**src/hw/rtl/rae_pkg.sv**
```systemverilog
`timescale 1ns / 1ps

package rae_pkg;

    // Storage sizes.
    localparam int REG_COUNT  = 32;
    localparam int DATA_WORDS = 32;
    localparam int REG_IDX_W  = $clog2(REG_COUNT);
    localparam int MEM_IDX_W  = $clog2(DATA_WORDS);
    localparam int WORD_W     = 32;

    // Register field positions inside the instruction word.
    localparam int FIELD_A_LSB = 21;
    localparam int FIELD_B_LSB = 16;
    localparam int FIELD_C_LSB = 11;

    // Depth of the queue between the front and the back.
    localparam int QUEUE_DEPTH = 2;
    localparam int QUEUE_PTR_W = $clog2(QUEUE_DEPTH);
    localparam int QUEUE_CNT_W = $clog2(QUEUE_DEPTH + 1);

    // The divider retires one quotient bit per cycle.
    localparam int DIV_STEPS = WORD_W;
    localparam int DIV_CNT_W = $clog2(DIV_STEPS);

    typedef enum logic [3:0] {
        OP_NOP = 4'd0,
        OP_ADD = 4'd1,
        OP_SUB = 4'd2,
        OP_MUL = 4'd3,
        OP_DIV = 4'd4,
        OP_MOD = 4'd5,
        OP_AND = 4'd6,
        OP_OR  = 4'd7,
        OP_XOR = 4'd8,
        OP_CMP = 4'd9,
        OP_LDA = 4'd10,
        OP_STA = 4'd11,
        OP_MOV = 4'd12
    } op_t;

    // Compare results.
    localparam logic [WORD_W-1:0] CMP_EQUAL = WORD_W'(0);
    localparam logic [WORD_W-1:0] CMP_LESS  = WORD_W'(1);
    localparam logic [WORD_W-1:0] CMP_MORE  = WORD_W'(2);

    typedef struct packed {
        logic [3:0]        req_type;
        logic [WORD_W-1:0] instr_word;
    } req_t;

    typedef struct packed {
        logic                 reg_written;
        logic [REG_IDX_W-1:0] reg_index;
        logic [WORD_W-1:0]    reg_value;
        logic                 mem_written;
        logic [MEM_IDX_W-1:0] mem_index;
        logic [WORD_W-1:0]    mem_value;
        logic                 div_zero;
    } rsp_t;

    // Decoded operation handed from the front to the back.
    typedef struct packed {
        op_t                  op;
        logic [REG_IDX_W-1:0] fa;
        logic [REG_IDX_W-1:0] fb;
        logic [REG_IDX_W-1:0] fc;
    } uop_t;

endpackage

```
**src/hw/rtl/rae_front.sv**
```systemverilog
`timescale 1ns / 1ps

module rae_front
(
    input  logic          clk,
    input  logic          rst_n,
    input  logic          req_valid,
    output logic          req_ready,
    input  rae_pkg::req_t req,
    output logic          uop_valid,
    input  logic          uop_ready,
    output rae_pkg::uop_t uop
);

    logic          stg_valid_reg;
    logic          stg_valid_next;
    rae_pkg::uop_t stg_uop_reg;
    rae_pkg::uop_t dec_uop;
    logic          req_fire;

    // Unused operation codes decode to a no-op.
    always_comb
    begin
        dec_uop.fa = req.instr_word[rae_pkg::FIELD_A_LSB +: rae_pkg::REG_IDX_W];
        dec_uop.fb = req.instr_word[rae_pkg::FIELD_B_LSB +: rae_pkg::REG_IDX_W];
        dec_uop.fc = req.instr_word[rae_pkg::FIELD_C_LSB +: rae_pkg::REG_IDX_W];
        case (rae_pkg::op_t'(req.req_type))
            rae_pkg::OP_ADD, rae_pkg::OP_SUB, rae_pkg::OP_MUL, rae_pkg::OP_DIV,
            rae_pkg::OP_MOD, rae_pkg::OP_AND, rae_pkg::OP_OR,  rae_pkg::OP_XOR,
            rae_pkg::OP_CMP, rae_pkg::OP_LDA, rae_pkg::OP_STA, rae_pkg::OP_MOV:
                dec_uop.op = rae_pkg::op_t'(req.req_type);
            default:
                dec_uop.op = rae_pkg::OP_NOP;
        endcase
    end

    assign req_ready      = !stg_valid_reg || uop_ready;
    assign req_fire       = req_valid && req_ready;
    assign stg_valid_next = req_fire || (stg_valid_reg && !uop_ready);

    always_ff @(posedge clk or negedge rst_n)
    begin
        if (!rst_n)
        begin
            stg_valid_reg <= 1'b0;
        end
        else
        begin
            stg_valid_reg <= stg_valid_next;
        end
    end

    always_ff @(posedge clk)
    begin
        if (req_fire)
        begin
            stg_uop_reg <= dec_uop;
        end
    end

    assign uop_valid = stg_valid_reg;
    assign uop       = stg_uop_reg;

endmodule

```
**config.mk**
```make
export PLATFORM = sky130hd
export DESIGN_NAME = rae_front
export DESIGN_NICKNAME = d
export VERILOG_FILES = /design/src/hw/rtl/rae_pkg.sv /design/src/hw/rtl/rae_front.sv
export SDC_FILE = /design/constraint.sdc
export NUM_CORES = 1
export LEC_CHECK = 0
export ABC_AREA = 1
export BUFFER_PORTS_ARGS = -buffer_cell sky130_fd_sc_hd__buf_4
export CAP_MARGIN = 20
export CORE_MARGIN = 2
export CORE_UTILIZATION = 37
export DETAILED_ROUTE_END_ITERATION = 10
export PLACE_DENSITY = 0.78
export RECOVER_POWER = 100
export SLEW_MARGIN = 5
export SYNTH_ARGS = -nofsm -noshare
export SYNTH_HDL_FRONTEND = slang
export SYNTH_SLANG_ARGS = --single-unit
```
**constraint.sdc**
```tcl
create_clock -name clk -period 3 [get_ports clk]
set_input_delay 0.45 -clock clk [delete_from_list [all_inputs] [get_ports clk]]
set_output_delay 0.45 -clock clk [all_outputs]
set_load 0.05 [all_outputs]
```
==> flow_metrics.env <==
export IMPL_synth_seq_area_share=0.910
export IMPL_die_area_um2=2120
export IMPL_crit_chain="a21oi_1"
export IMPL_arrival_ns=1.94
export IMPL_max_freq_mhz=489
export IMPL_num_nets_final=123
export IMPL_report_final_slew_viol_count=20
export IMPL_p_leak_nw=0.399
export IMPL_synth_top_area_share=0.872
export IMPL_ant_nets=0
export IMPL_max_slew_margin_rel=-0.0817
export IMPL_synth_seq_cells=20
export IMPL_area_growth_pct=50.1
export IMPL_synthFlopType="edfxtp_1"
export IMPL_synth_cells=34
export IMPL_initial_core_util=0.387
export IMPL_cp_max_fo=19
export IMPL_ys_top_cells_by_area="edfxtp_1, a21oi_1, dfrtp_1"
export IMPL_setup_violations=0
export IMPL_clock_sinks=20
export IMPL_setup_tns_ns=0
export IMPL_drcViolationCount=0
export IMPL_synth_most_common_cell="edfxtp_1"
export IMPL_required_ns=2.90
export IMPL_grt_util_all_layers=0.130
export IMPL_post_route_min_period_ns=2.05
export IMPL_irDropWorstVdd_mv=0.406
export IMPL_grt_pass1_wl_um=1790
export IMPL_numCtsBuffers=3
export IMPL_core_area_um2=1690
export IMPL_ctsHtreeMaxLevel=1
export IMPL_drt_first_pass_iters=4
export IMPL_path_buf_inv=0
export IMPL_worst_setup_path_start_kind="register"
export IMPL_route_vias_total=441
export IMPL_synth_cell_types=5
export IMPL_post_cts_resized=0
export IMPL_hold_ws_ns=0.348
export IMPL_cts_tree="yes"
export IMPL_status="complete, but fails checks"
export IMPL_cts_buffer_depth=2
export IMPL_synth_cells_most_frequent="edfxtp_1, inv_1, a21oi_1, nand2_1, dfrtp_1"
export IMPL_synth_edf_count=19
export IMPL_synth_fp_nets=74
export IMPL_worstSetupPathType="reg2reg"
export IMPL_avgSynthCellArea_um2=19.2
export IMPL_drt_initial_drc_count=3
export IMPL_cts_reportedPaths_clkPinSlew_ns=0.11
export IMPL_grt_antenna_before_repair=0
export IMPL_clock_latency_ns=0.29
export IMPL_viasPerCell=4.45
export IMPL_crit_family="compound AO/OA/AOI/OAI gates"
export IMPL_drv_cap=1
export IMPL_gp_congestion=0.627
export IMPL_cts_root_buffer="clkbuf_4"
export IMPL_io_pins=61
export IMPL_hold_class="in2reg"
export IMPL_async_flop_share=0.0500
export IMPL_mappedNetlistArea_um2=654
export IMPL_grt_max_degree=20
export IMPL_wirelength_um=1230
export IMPL_wl_per_cell_um=12.5
export IMPL_failed_checks="capacitance limit, slew limit"
export IMPL_tightestPinTransition_ns=1.62
export IMPL_row_count=15
export IMPL_power_density_nw_per_um2=651
export IMPL_finClkSkew_ns=0.00569
export IMPL_critPathMaxStageDelay_ns=1.25
export IMPL_fp_dieH_um=46.1
export IMPL_hold_viol_final=0
export IMPL_synth_largest_area_cell="edfxtp_1"
export IMPL_post_cts_buffers=0
export IMPL_overflow=0
export IMPL_min_period_over_period=0.682
export IMPL_rsz0062_at_grt="false"
export IMPL_layout_drive_gt1_share=0.317
export IMPL_dieWidth_um=46.1
export IMPL_cp_slowest_cell="a21oi_1"
export IMPL_ys_warn_count=0
export IMPL_end_kind="register"
export IMPL_numPortBuffers=43
export IMPL_grt_pass1_vias=426
export IMPL_n_antenna_cell=0
[flip-flops by register name (all words and copies together), names as in the netlist]
register	count
uop_valid	1
uop	19
[cells by family (layout without fill, tap and decap cells)]
group,Yosys count,after routing,share of synthesized area
DFF,20,20,0.910
buffers and inverters,6,54,0.0344
AOI/OAI and AO/OA,5,5,0.0382
and+or+nand+nor,3,3,0.0172
[layout make-up]
class                      instances  area [um^2]
clock inverter                     1         30.0
timing repair buffer              44          254
tap                               17         21.3
fill                             153          707
clock buffer                       3         22.5
multi-input combinational          8         36.3
inverter                           6         22.5
sequential                        20          596
[final timing paths]
check | to | slack [ns] | depth (start not counted) | startpoint
max | uop[11] | 0.95 | 1 | uop_valid
min | uop[2] | 0.35 | 1 | req[13]
max reg2reg | uop[11] | 0.95 | 1 | uop_valid
min reg2reg | uop_valid | 0.54 | 2 | uop_valid
max in group asynchronous | uop_valid | 2.44 | 2 | rst_n
min in group asynchronous | uop_valid | 0.48 | 2 | rst_n
[timing repair]
| item | in CTS | in global routing |
|---|---|---|
| hold buffers | 1 | 0 |
| hold endpoints to repair | 1 | 0 |
| setup endpoints to repair | 0 | 0 |
[layer usage]
layer / vias up / global-route usage / wire (um)
met5: - / 0 / 0
met4: 0 / 0.0857 / 8
met3: 2 / 0.0471 / 137
met2: 29 / 0.217 / 605
met1: 195 / 0.137 / 482
li1: 215 / - / -
[metrics by stage]
step	util	instance area, um^2	std cells	setup WS, ns	total power, W
2_1_floorplan	-	654	34	0.969	0.000403
3_3_place_gp	0.593	1000	94	1.28	0.000450
3_5_place_dp	0.593	1000	94	1.24	0.000453
4_1_cts	0.630	1060	99	1.43	0.000665
5_1_grt	0.581	982	99	0.707	0.000667
6_report	0.581	982	99	0.953	0.000640
[power breakdown]
part / internal [W] / switching [W]
clock: 0.000135 / 0.0000744
combinational: 0.0000256 / 0.0000757
sequential: 0.000325 / 0.00000408
total: 0.000486 / 0.000154
[cells in the final DEF (no fill, tap or decap)]
master	instances
edfxtp_1	19
clkbuf_4	21
a21oi_1	5
dlygate4sd3_1	1
buf_4	4
inv_1	6
dfrtp_1	1
clkbuf_1	21
bufinv_16	1
nand2_1	3
Power figures use the tool's default switching activity.
