File: src/hw/rtl/rae_pkg.sv
`timescale 1ns / 1ps

package rae_pkg;

    // Storage sizes.
    localparam int REG_COUNT  = 32;
    localparam int DATA_WORDS = 32;
    localparam int REG_IDX_W  = $clog2(REG_COUNT);
    localparam int MEM_IDX_W  = $clog2(DATA_WORDS);
    localparam int WORD_W     = 32;

    // Register field positions inside the instruction word.
    localparam int FIELD_A_LSB = 21;
    localparam int FIELD_B_LSB = 16;
    localparam int FIELD_C_LSB = 11;

    // Depth of the queue between the front and the back.
    localparam int QUEUE_DEPTH = 2;
    localparam int QUEUE_PTR_W = $clog2(QUEUE_DEPTH);
    localparam int QUEUE_CNT_W = $clog2(QUEUE_DEPTH + 1);

    // The divider retires one quotient bit per cycle.
    localparam int DIV_STEPS = WORD_W;
    localparam int DIV_CNT_W = $clog2(DIV_STEPS);

    typedef enum logic [3:0] {
        OP_NOP = 4'd0,
        OP_ADD = 4'd1,
        OP_SUB = 4'd2,
        OP_MUL = 4'd3,
        OP_DIV = 4'd4,
        OP_MOD = 4'd5,
        OP_AND = 4'd6,
        OP_OR  = 4'd7,
        OP_XOR = 4'd8,
        OP_CMP = 4'd9,
        OP_LDA = 4'd10,
        OP_STA = 4'd11,
        OP_MOV = 4'd12
    } op_t;

    // Compare results.
    localparam logic [WORD_W-1:0] CMP_EQUAL = WORD_W'(0);
    localparam logic [WORD_W-1:0] CMP_LESS  = WORD_W'(1);
    localparam logic [WORD_W-1:0] CMP_MORE  = WORD_W'(2);

    typedef struct packed {
        logic [3:0]        req_type;
        logic [WORD_W-1:0] instr_word;
    } req_t;

    typedef struct packed {
        logic                 reg_written;
        logic [REG_IDX_W-1:0] reg_index;
        logic [WORD_W-1:0]    reg_value;
        logic                 mem_written;
        logic [MEM_IDX_W-1:0] mem_index;
        logic [WORD_W-1:0]    mem_value;
        logic                 div_zero;
    } rsp_t;

    // Decoded operation handed from the front to the back.
    typedef struct packed {
        op_t                  op;
        logic [REG_IDX_W-1:0] fa;
        logic [REG_IDX_W-1:0] fb;
        logic [REG_IDX_W-1:0] fc;
    } uop_t;

endpackage

File: src/hw/rtl/rae_queue.sv
`timescale 1ns / 1ps

module rae_queue
(
    input  logic          clk,
    input  logic          rst_n,
    input  logic          push_valid,
    output logic          push_ready,
    input  rae_pkg::uop_t push_uop,
    output logic          pop_valid,
    input  logic          pop_ready,
    output rae_pkg::uop_t pop_uop
);

    rae_pkg::uop_t                      entry_reg [rae_pkg::QUEUE_DEPTH];
    logic [rae_pkg::QUEUE_PTR_W-1:0]    wr_ptr_reg;
    logic [rae_pkg::QUEUE_PTR_W-1:0]    wr_ptr_next;
    logic [rae_pkg::QUEUE_PTR_W-1:0]    rd_ptr_reg;
    logic [rae_pkg::QUEUE_PTR_W-1:0]    rd_ptr_next;
    logic [rae_pkg::QUEUE_CNT_W-1:0]    count_reg;
    logic [rae_pkg::QUEUE_CNT_W-1:0]    count_next;
    logic                               push_fire;
    logic                               pop_fire;

    assign push_ready = (count_reg != rae_pkg::QUEUE_CNT_W'(rae_pkg::QUEUE_DEPTH));
    assign pop_valid  = (count_reg != '0);
    assign pop_uop    = entry_reg[rd_ptr_reg];
    assign push_fire  = push_valid && push_ready;
    assign pop_fire   = pop_valid && pop_ready;

    always_comb
    begin
        wr_ptr_next = wr_ptr_reg;
        rd_ptr_next = rd_ptr_reg;
        count_next  = count_reg;
        if (push_fire)
        begin
            wr_ptr_next = (wr_ptr_reg == rae_pkg::QUEUE_PTR_W'(rae_pkg::QUEUE_DEPTH - 1))
                        ? '0 : wr_ptr_reg + 1'b1;
        end
        if (pop_fire)
        begin
            rd_ptr_next = (rd_ptr_reg == rae_pkg::QUEUE_PTR_W'(rae_pkg::QUEUE_DEPTH - 1))
                        ? '0 : rd_ptr_reg + 1'b1;
        end
        if (push_fire && !pop_fire)
        begin
            count_next = count_reg + 1'b1;
        end
        else if (pop_fire && !push_fire)
        begin
            count_next = count_reg - 1'b1;
        end
    end

    always_ff @(posedge clk or negedge rst_n)
    begin
        if (!rst_n)
        begin
            wr_ptr_reg <= '0;
            rd_ptr_reg <= '0;
            count_reg  <= '0;
        end
        else
        begin
            wr_ptr_reg <= wr_ptr_next;
            rd_ptr_reg <= rd_ptr_next;
            count_reg  <= count_next;
        end
    end

    always_ff @(posedge clk)
    begin
        if (push_fire)
        begin
            entry_reg[wr_ptr_reg] <= push_uop;
        end
    end

endmodule

File: config.mk
export PLATFORM = sky130hd
export DESIGN_NAME = rae_queue
export DESIGN_NICKNAME = d
export VERILOG_FILES = /design/src/hw/rtl/rae_pkg.sv /design/src/hw/rtl/rae_queue.sv
export SDC_FILE = /design/constraint.sdc
export NUM_CORES = 1
export LEC_CHECK = 0
export ABC_CLOCK_PERIOD_IN_PS = 1800
export BUFFER_PORTS_ARGS = -buffer_cell sky130_fd_sc_hd__buf_2
export CAP_MARGIN = 30
export CORE_MARGIN = 5
export CORE_UTILIZATION = 45
export DETAILED_ROUTE_END_ITERATION = 16
export PLACE_DENSITY = 0.73
export SYNTH_ARGS = -nofsm -noshare
export SYNTH_HDL_FRONTEND = slang
export SYNTH_SLANG_ARGS = --single-unit
File: constraint.sdc
create_clock -name clk -period 1.8 [get_ports clk]
set_input_delay 0.36 -clock clk [delete_from_list [all_inputs] [get_ports clk]]
set_output_delay 0.36 -clock clk [all_outputs]
set_load 0.02 [all_outputs]
==> impl_metrics.prom, run 1 <==
# TYPE chip_impl_metric gauge
chip_impl_metric{name="grt_pass1_vias",unit=""} 908
chip_impl_info{name="critical_path.startpoint_type",value="register"} 1
chip_impl_metric{name="top_level_pins",unit=""} 44
chip_impl_metric{name="synthArstFlopShare",unit=""} 0.0952
chip_impl_metric{name="hold_viol_final",unit=""} 0
chip_impl_metric{name="irDropWorstVdd",unit="mV"} 1.17
chip_impl_metric{name="die_area",unit="sq um"} 4820
chip_impl_metric{name="maxClockFrequency",unit="MHz"} 563
chip_impl_metric{name="report.final.setup_viol",unit=""} 0
chip_impl_metric{name="report.final.slew_viol_count",unit=""} 0
chip_impl_metric{name="largest_register_ff_count",unit=""} 38
chip_impl_metric{name="total_leakage_power",unit="nW"} 0.893
chip_impl_info{name="clock_tree.root_cell",value="clkbuf_4"} 1
chip_impl_metric{name="worstPathMaxFanout",unit=""} 6
chip_impl_metric{name="final.hold.worst_slack",unit="ns"} 0.195
chip_impl_metric{name="power_density",unit="nW/um^2"} 1710
chip_impl_metric{name="number_of_buffers_created_by_cts",unit=""} 5
chip_impl_metric{name="synth.lib_cells_used.distinct",unit=""} 14
chip_impl_metric{name="drt-pass1-iter-count",unit=""} 3
chip_impl_metric{name="fin_nets",unit=""} 157
chip_impl_metric{name="postLayoutCoreUtil",unit=""} 0.644
chip_impl_metric{name="ys_ff_latch",unit=""} 42
chip_impl_metric{name="mean_cell_area_of_the_mapped_netlist",unit="sq um"} 20.6
chip_impl_metric{name="start_util",unit=""} 0.469
chip_impl_info{name="timing.critical_path.cells",value="buf_8, mux2_4, buf_6"} 1
chip_impl_info{name="netlist_top_cells_count",value="38 x edfxtp_1, 19 x mux2_2, 4 x dfrtp_1, 3 x xnor2_1"} 1
chip_impl_metric{name="dpl.cell_count",unit=""} 168
chip_impl_metric{name="drt_first_iter_violations",unit=""} 30
chip_impl_metric{name="multi_input_comb_area",unit="sq um"} 384
chip_impl_metric{name="cts_max_level",unit=""} 2
chip_impl_metric{name="clk_path_buf_depth",unit=""} 2
chip_impl_metric{name="grt_pass1_wl",unit="microns"} 4170
chip_impl_info{name="status",value="completed"} 1
chip_impl_info{name="cts_tree",value="yes"} 1
chip_impl_metric{name="finalWorstPathRequiredPeriod",unit="ns"} 1.78
chip_impl_metric{name="fin_tns_setup",unit="ns"} 0
chip_impl_metric{name="route.detailed.vias_per_inst",unit=""} 4.73
chip_impl_metric{name="drt_wl_total",unit="microns"} 2720
chip_impl_info{name="synth_largest_area_cell",value="edfxtp_1"} 1
chip_impl_metric{name="clk_sinks",unit=""} 42
chip_impl_metric{name="final_cycle_utilization_of_the_critical_path",unit=""} 0.987
chip_impl_metric{name="share_of_yosys_cell_area_claimed_by_the_top_area_cell_type",unit=""} 0.718
chip_impl_metric{name="cell_area_placed",unit="sq um"} 1870
chip_impl_metric{name="drive_gt1_frac",unit=""} 0.604
chip_impl_metric{name="layout.area.seq",unit="sq um"} 1240
chip_impl_metric{name="detail_route.drc_violations",unit=""} 0
chip_impl_metric{name="ys_seq_area_frac",unit=""} 0.781
chip_impl_metric{name="die_height",unit="microns"} 69.4
chip_impl_info{name="timing.critical_path.to_type",value="primary output"} 1
chip_impl_metric{name="max_cap_violations",unit=""} 0
chip_impl_metric{name="std_cell_rows",unit=""} 21
chip_impl_info{name="netlist_top_cells_area",value="edfxtp_1 72%, mux2_2 13%, dfrtp_1 6.3%"} 1
chip_impl_metric{name="antenna_left",unit=""} 0
chip_impl_info{name="worstSetupPathType",value="reg -> out"} 1
chip_impl_info{name="synthMostInstantiatedCell",value="edfxtp_1"} 1
chip_impl_metric{name="worstMarginPinSlew",unit="ns"} 0.270
chip_impl_metric{name="critical_path_arrival",unit="ns"} 1.42
chip_impl_metric{name="die_width",unit="microns"} 69.4
chip_impl_info{name="critical_path.slowest_cell",value="dfrtp_2"} 1
chip_impl_metric{name="worstPathBufferInverterCount",unit=""} 2
chip_impl_info{name="worstHoldPathType",value="in -> reg"} 1
chip_impl_metric{name="relSlewSlack",unit=""} 0.820
chip_impl_metric{name="path_clk_slew",unit="ns"} 0.12
chip_impl_info{name="postSynth.topFlopCell",value="edfxtp_1"} 1
chip_impl_metric{name="core-area",unit="sq um"} 3390
chip_impl_metric{name="layoutNonFillerInstCount",unit=""} 180
chip_impl_info{name="path_delay_family",value="flip-flops"} 1
chip_impl_metric{name="total_power",unit="mW"} 3.73
chip_impl_metric{name="grt_antenna_before_repair",unit=""} 0
chip_impl_metric{name="latest_clock_arrival_within_the_worst_skew_pair",unit="ns"} 0.34
chip_impl_metric{name="synth_fp_nets",unit=""} 101
chip_impl_metric{name="cp_slowest_stage_delay",unit="ns"} 0.47
chip_impl_metric{name="synthesis_warnings",unit=""} 0
chip_impl_info{name="rsz0062_at_grt",value="true"} 1
chip_impl_metric{name="area_delta_synth_final",unit="%"} 37.3
chip_impl_metric{name="wl_per_cell",unit="microns"} 15.1
chip_impl_metric{name="grt_total_usage",unit=""} 0.114
chip_impl_metric{name="grt_max_degree",unit=""} 20
chip_impl_metric{name="n_fill_cell",unit=""} 229
chip_impl_metric{name="antenna_cells_inserted",unit=""} 0
chip_impl_metric{name="port_buffers",unit=""} 43
chip_impl_metric{name="skew",unit="ns"} 0.00822
chip_impl_metric{name="stdcell_area",unit="sq um"} 2180
chip_impl_metric{name="place.detailed.hpwl",unit="microns"} 1750
chip_impl_metric{name="place_worst_setup_slack",unit="ns"} 0.345
chip_impl_metric{name="worstPathRequired",unit="ns"} 1.44
chip_impl_metric{name="grt.overflow.total",unit=""} 0
chip_impl_metric{name="finalWeightedCongestion",unit=""} 0.627
chip_impl_metric{name="routed-via-count",unit=""} 851
chip_impl_metric{name="timing.final.ws_setup",unit="ns"} 0.0240
chip_impl_metric{name="syn_area",unit="sq um"} 1590
chip_impl_metric{name="postSynthCellCount",unit=""} 77
chip_impl_metric{name="synth_edf_count",unit=""} 38
[worst reg2reg max path, cell delays in order (launching register included)]
cell and delay (ns):
dfrtp_1 0.44, nand2b_4 0.16, nand2_1 0.13, inv_1 0.06, ha_1 0.21, xor2_1 0.14
nor2_1 0.11, xor2_1 0.15
[per-layer routing]
layer / global-route usage / part of all wire / vias up
met2: 0.194 / 0.52 / 34
met4: 0.0390 / 0.012 / 0
li1: - / - / 403
met3: 0.0580 / 0.070 / 5
met1: 0.120 / 0.39 / 409
met5: 0 / 0 / -
[cell type report]
type | instances | area share
Tap cell | 46 | 0.0264
Multi-Input combinational cell | 32 | 0.176
Clock buffer | 6 | 0.0189
Clock inverter | 2 | 0.0172
Sequential cell | 42 | 0.569
Timing Repair Buffer | 51 | 0.190
Inverter | 1 | 0.00172
[cell usage in the layout, fill, tap and decap left out, types with 2 or more instances in the layout]
master	count
mux2_2	3
dfrtp_1	3
buf_6	22
clkbuf_4	5
xor2_1	2
buf_2	24
edfxtp_1	38
xnor2_1	3
buf_4	3
mux2_4	16
[power by group]
part / switching [mW] / total (mW) / internal, mW
logic: 0.779 / 1.70 / 0.916
clock network: 0.289 / 0.582 / 0.293
registers: 0.111 / 1.46 / 1.35
[cells by family after synthesis]
logic type / count (synthesis) / share of synthesized area
simple gates: 7 / 0.0323
fa+ha+maj: 1 / 0.00787
flops: 42 / 0.781
xor+xnor: 5 / 0.0276
mux: 19 / 0.135
buf+inv: 3 / 0.0165
[worst paths after layout]
kind / start / to / depth (start not counted) / slack (ns)
worst max-delay path: rd_ptr_reg / pop_uop[17] / 3 / 0.02
worst min-delay path: push_uop[7] / entry_reg[0][7] / 1 / 0.20
worst max register to register: count_reg[0] / count_reg[1] / 7 / 0.33
worst min register to register: wr_ptr_reg / wr_ptr_reg / 1 / 0.53
max in group asynchronous: rst_n / rd_ptr_reg / 2 / 1.34
min in group asynchronous: rst_n / count_reg[1] / 2 / 0.34
[timing repair]
| action | CTS | global route |
|---|---|---|
| hold endpoints to repair | 4 | 0 |
| gates resized for setup | 2 | 62 |
| hold buffers | 1 | 0 |
| buffers inserted | 0 | 1 |
| setup endpoints to repair | 6 | 19 |
| cloned | 0 | 2 |
No activity file was read; power rests on OpenSTA's default activity.
==> run 2, diff against run 1 <==
--- a/config.mk
+++ b/config.mk
@@ -10,2 +10,3 @@
 export CAP_MARGIN = 30
+export CORE_ASPECT_RATIO = 0.7
 export CORE_MARGIN = 5
==> constraint.sdc (replaced) <==
create_clock -name clk -period 1.8 [get_ports clk]
set_input_delay 0.27 -clock clk [delete_from_list [all_inputs] [get_ports clk]]
set_output_delay 0.27 -clock clk [all_outputs]
set_load 0.02 [all_outputs]
==> impl_metrics.prom, run 2 (synthesized netlist as in run 1, its figures left out) <==
# TYPE chip_impl_metric gauge
chip_impl_info{name="status",value="completed"} 1
chip_impl_info{name="mostFrequentLayoutCells",value="43 x buf_2, 38 x edfxtp_1, 19 x mux2_2, 5 x clkbuf_8"} 1
chip_impl_metric{name="report.final.slew_viol_count",unit=""} 0
chip_impl_metric{name="grt_pass1_vias",unit=""} 916
chip_impl_info{name="timing.critical_path.to_type",value="primary output"} 1
chip_impl_metric{name="met3_grt_util",unit=""} 0.0482
chip_impl_metric{name="drt_first_iter_violations",unit=""} 34
chip_impl_metric{name="report.final.setup_viol",unit=""} 0
chip_impl_metric{name="groute.layer.met2.usage",unit=""} 0.192
chip_impl_metric{name="clk_sinks",unit=""} 42
chip_impl_metric{name="detail_route.drc_violations",unit=""} 0
chip_impl_info{name="critical_path.startpoint_type",value="register"} 1
chip_impl_metric{name="maxClockFrequency",unit="MHz"} 610
chip_impl_metric{name="finalWeightedCongestion",unit=""} 0.664
chip_impl_metric{name="cts_hold_repair.buffers",unit=""} 1
chip_impl_metric{name="postLayoutCoreUtil",unit=""} 0.567
chip_impl_metric{name="route.detailed.vias_per_inst",unit=""} 4.54
chip_impl_metric{name="drt-pass1-iter-count",unit=""} 4
chip_impl_metric{name="max_cap_violations",unit=""} 0
chip_impl_metric{name="drive_gt1_frac",unit=""} 0.592
chip_impl_info{name="rsz0062_at_grt",value="false"} 1
chip_impl_metric{name="worstPathRequired",unit="ns"} 1.53
chip_impl_metric{name="grt.overflow.total",unit=""} 0
chip_impl_metric{name="top_level_pins",unit=""} 44
chip_impl_metric{name="grt_pass1_wl",unit="microns"} 3910
chip_impl_metric{name="latest_clock_arrival_within_the_worst_skew_pair",unit="ns"} 0.28
chip_impl_metric{name="worstPathMaxFanout",unit=""} 11
chip_impl_metric{name="start_util",unit=""} 0.458
chip_impl_metric{name="grt_total_usage",unit=""} 0.112
chip_impl_metric{name="std_cell_rows",unit=""} 18
chip_impl_info{name="cts_tree",value="yes"} 1
chip_impl_metric{name="finalWorstPathRequiredPeriod",unit="ns"} 1.64
chip_impl_info{name="clock_tree.root_cell",value="clkbuf_8"} 1
chip_impl_metric{name="place_worst_setup_slack",unit="ns"} 0.343
chip_impl_metric{name="path_clk_slew",unit="ns"} 0.07
chip_impl_metric{name="drt_wl_total",unit="microns"} 2420
chip_impl_info{name="top_usage_layer",value="met2"} 1
chip_impl_metric{name="final_cycle_utilization_of_the_critical_path",unit=""} 0.910
chip_impl_info{name="worstSetupPathType",value="reg -> out"} 1
chip_impl_metric{name="total_leakage_power",unit="nW"} 0.770
chip_impl_metric{name="clk_path_buf_depth",unit=""} 2
chip_impl_metric{name="critical_path_arrival",unit="ns"} 1.37
chip_impl_metric{name="fin_tns_setup",unit="ns"} 0
chip_impl_metric{name="skew",unit="ns"} 0.00495
chip_impl_metric{name="die_height",unit="microns"} 59.7
chip_impl_metric{name="wl_per_cell",unit="microns"} 13.4
chip_impl_metric{name="irDropWorstVdd",unit="mV"} 0.816
chip_impl_metric{name="area_delta_synth_final",unit="%"} 23.7
chip_impl_metric{name="place.detailed.hpwl",unit="microns"} 1760
chip_impl_metric{name="fin_nets",unit=""} 154
chip_impl_metric{name="die_area",unit="sq um"} 4840
chip_impl_metric{name="grt_max_degree",unit=""} 20
chip_impl_metric{name="cts_post_setup_buffers_inserted",unit=""} 0
chip_impl_metric{name="die_width",unit="microns"} 81.0
chip_impl_metric{name="largest_register_ff_count",unit=""} 38
chip_impl_metric{name="worstMarginPinSlew",unit="ns"} 0.249
chip_impl_metric{name="gr_met1_demand_resource",unit=""} 0.124
chip_impl_metric{name="port_buffers",unit=""} 43
chip_impl_metric{name="timing.final.ws_setup",unit="ns"} 0.162
chip_impl_metric{name="core-area",unit="sq um"} 3470
chip_impl_metric{name="antenna_cells_inserted",unit=""} 0
chip_impl_metric{name="relSlewSlack",unit=""} 0.834
chip_impl_metric{name="grt_antenna_before_repair",unit=""} 0
chip_impl_metric{name="cts-resized-gates",unit=""} 0
chip_impl_info{name="layout_commonest_cell",value="buf_2"} 1
chip_impl_metric{name="number_of_buffers_created_by_cts",unit=""} 5
chip_impl_metric{name="power_density",unit="nW/um^2"} 1610
chip_impl_info{name="worstHoldPathType",value="in -> reg"} 1
chip_impl_metric{name="routed-via-count",unit=""} 817
chip_impl_metric{name="cts_max_level",unit=""} 2
chip_impl_metric{name="hold_viol_final",unit=""} 0
chip_impl_metric{name="antenna_left",unit=""} 0
-- run 2: final timing paths --
check | from | end | slack [ns] | depth (start not counted)
min in group asynchronous | rst_n | count_reg[1] | 0.32 | 2
hold / removal | push_uop[13] | entry_reg[0][13] | 0.18 | 1
max in group asynchronous | rst_n | rd_ptr_reg | 1.36 | 2
setup / recovery | rd_ptr_reg | pop_uop[16] | 0.16 | 3
hold reg to reg | wr_ptr_reg | wr_ptr_reg | 0.52 | 1
setup reg to reg | count_reg[0] | count_reg[1] | 0.33 | 6
-- run 2: stage by stage --
stage / cells / power (mW) / hold slack [ns] / cell area, sq um
after floorplan: 77 / 2.33 / -0.0256 / 1590
after global placement: 172 / 2.65 / 0.0781 / 1880
after detailed placement: 172 / 2.68 / 0.0797 / 1880
after CTS: 180 / 3.22 / 0.168 / 1970
after global routing: 180 / 3.35 / 0.163 / 1970
final: 180 / 3.17 / 0.177 / 1970
-- run 2: worst max-delay path, cell delays in order, from the launching register on --
cell	delay [ns]
dfrtp_1	0.36
buf_4	0.21
mux2_2	0.36
buf_2	0.16
-- run 2: layer usage --
metal,part of all wire,vias to the layer above
met3,0.072,2
met2,0.52,22
li1,-,392
met4,0.0054,0
met5,0,-
met1,0.40,401
-- run 2: where the power goes --
part | switching, mW | internal, mW
Clock | 0.279 | 0.260
Combinational | 0.684 | 0.519
Sequential | 0.0877 | 1.34
Total | 1.05 | 2.12
-- run 2: area by class of cell --
class	count	area (sq um)
fill	289	1500
multi-input combinational	32	324
clock buffer	5	68.8
tap	50	62.6
inverter	1	3.75
clock inverter	2	10.0
timing repair buffer	48	255
sequential	42	1240
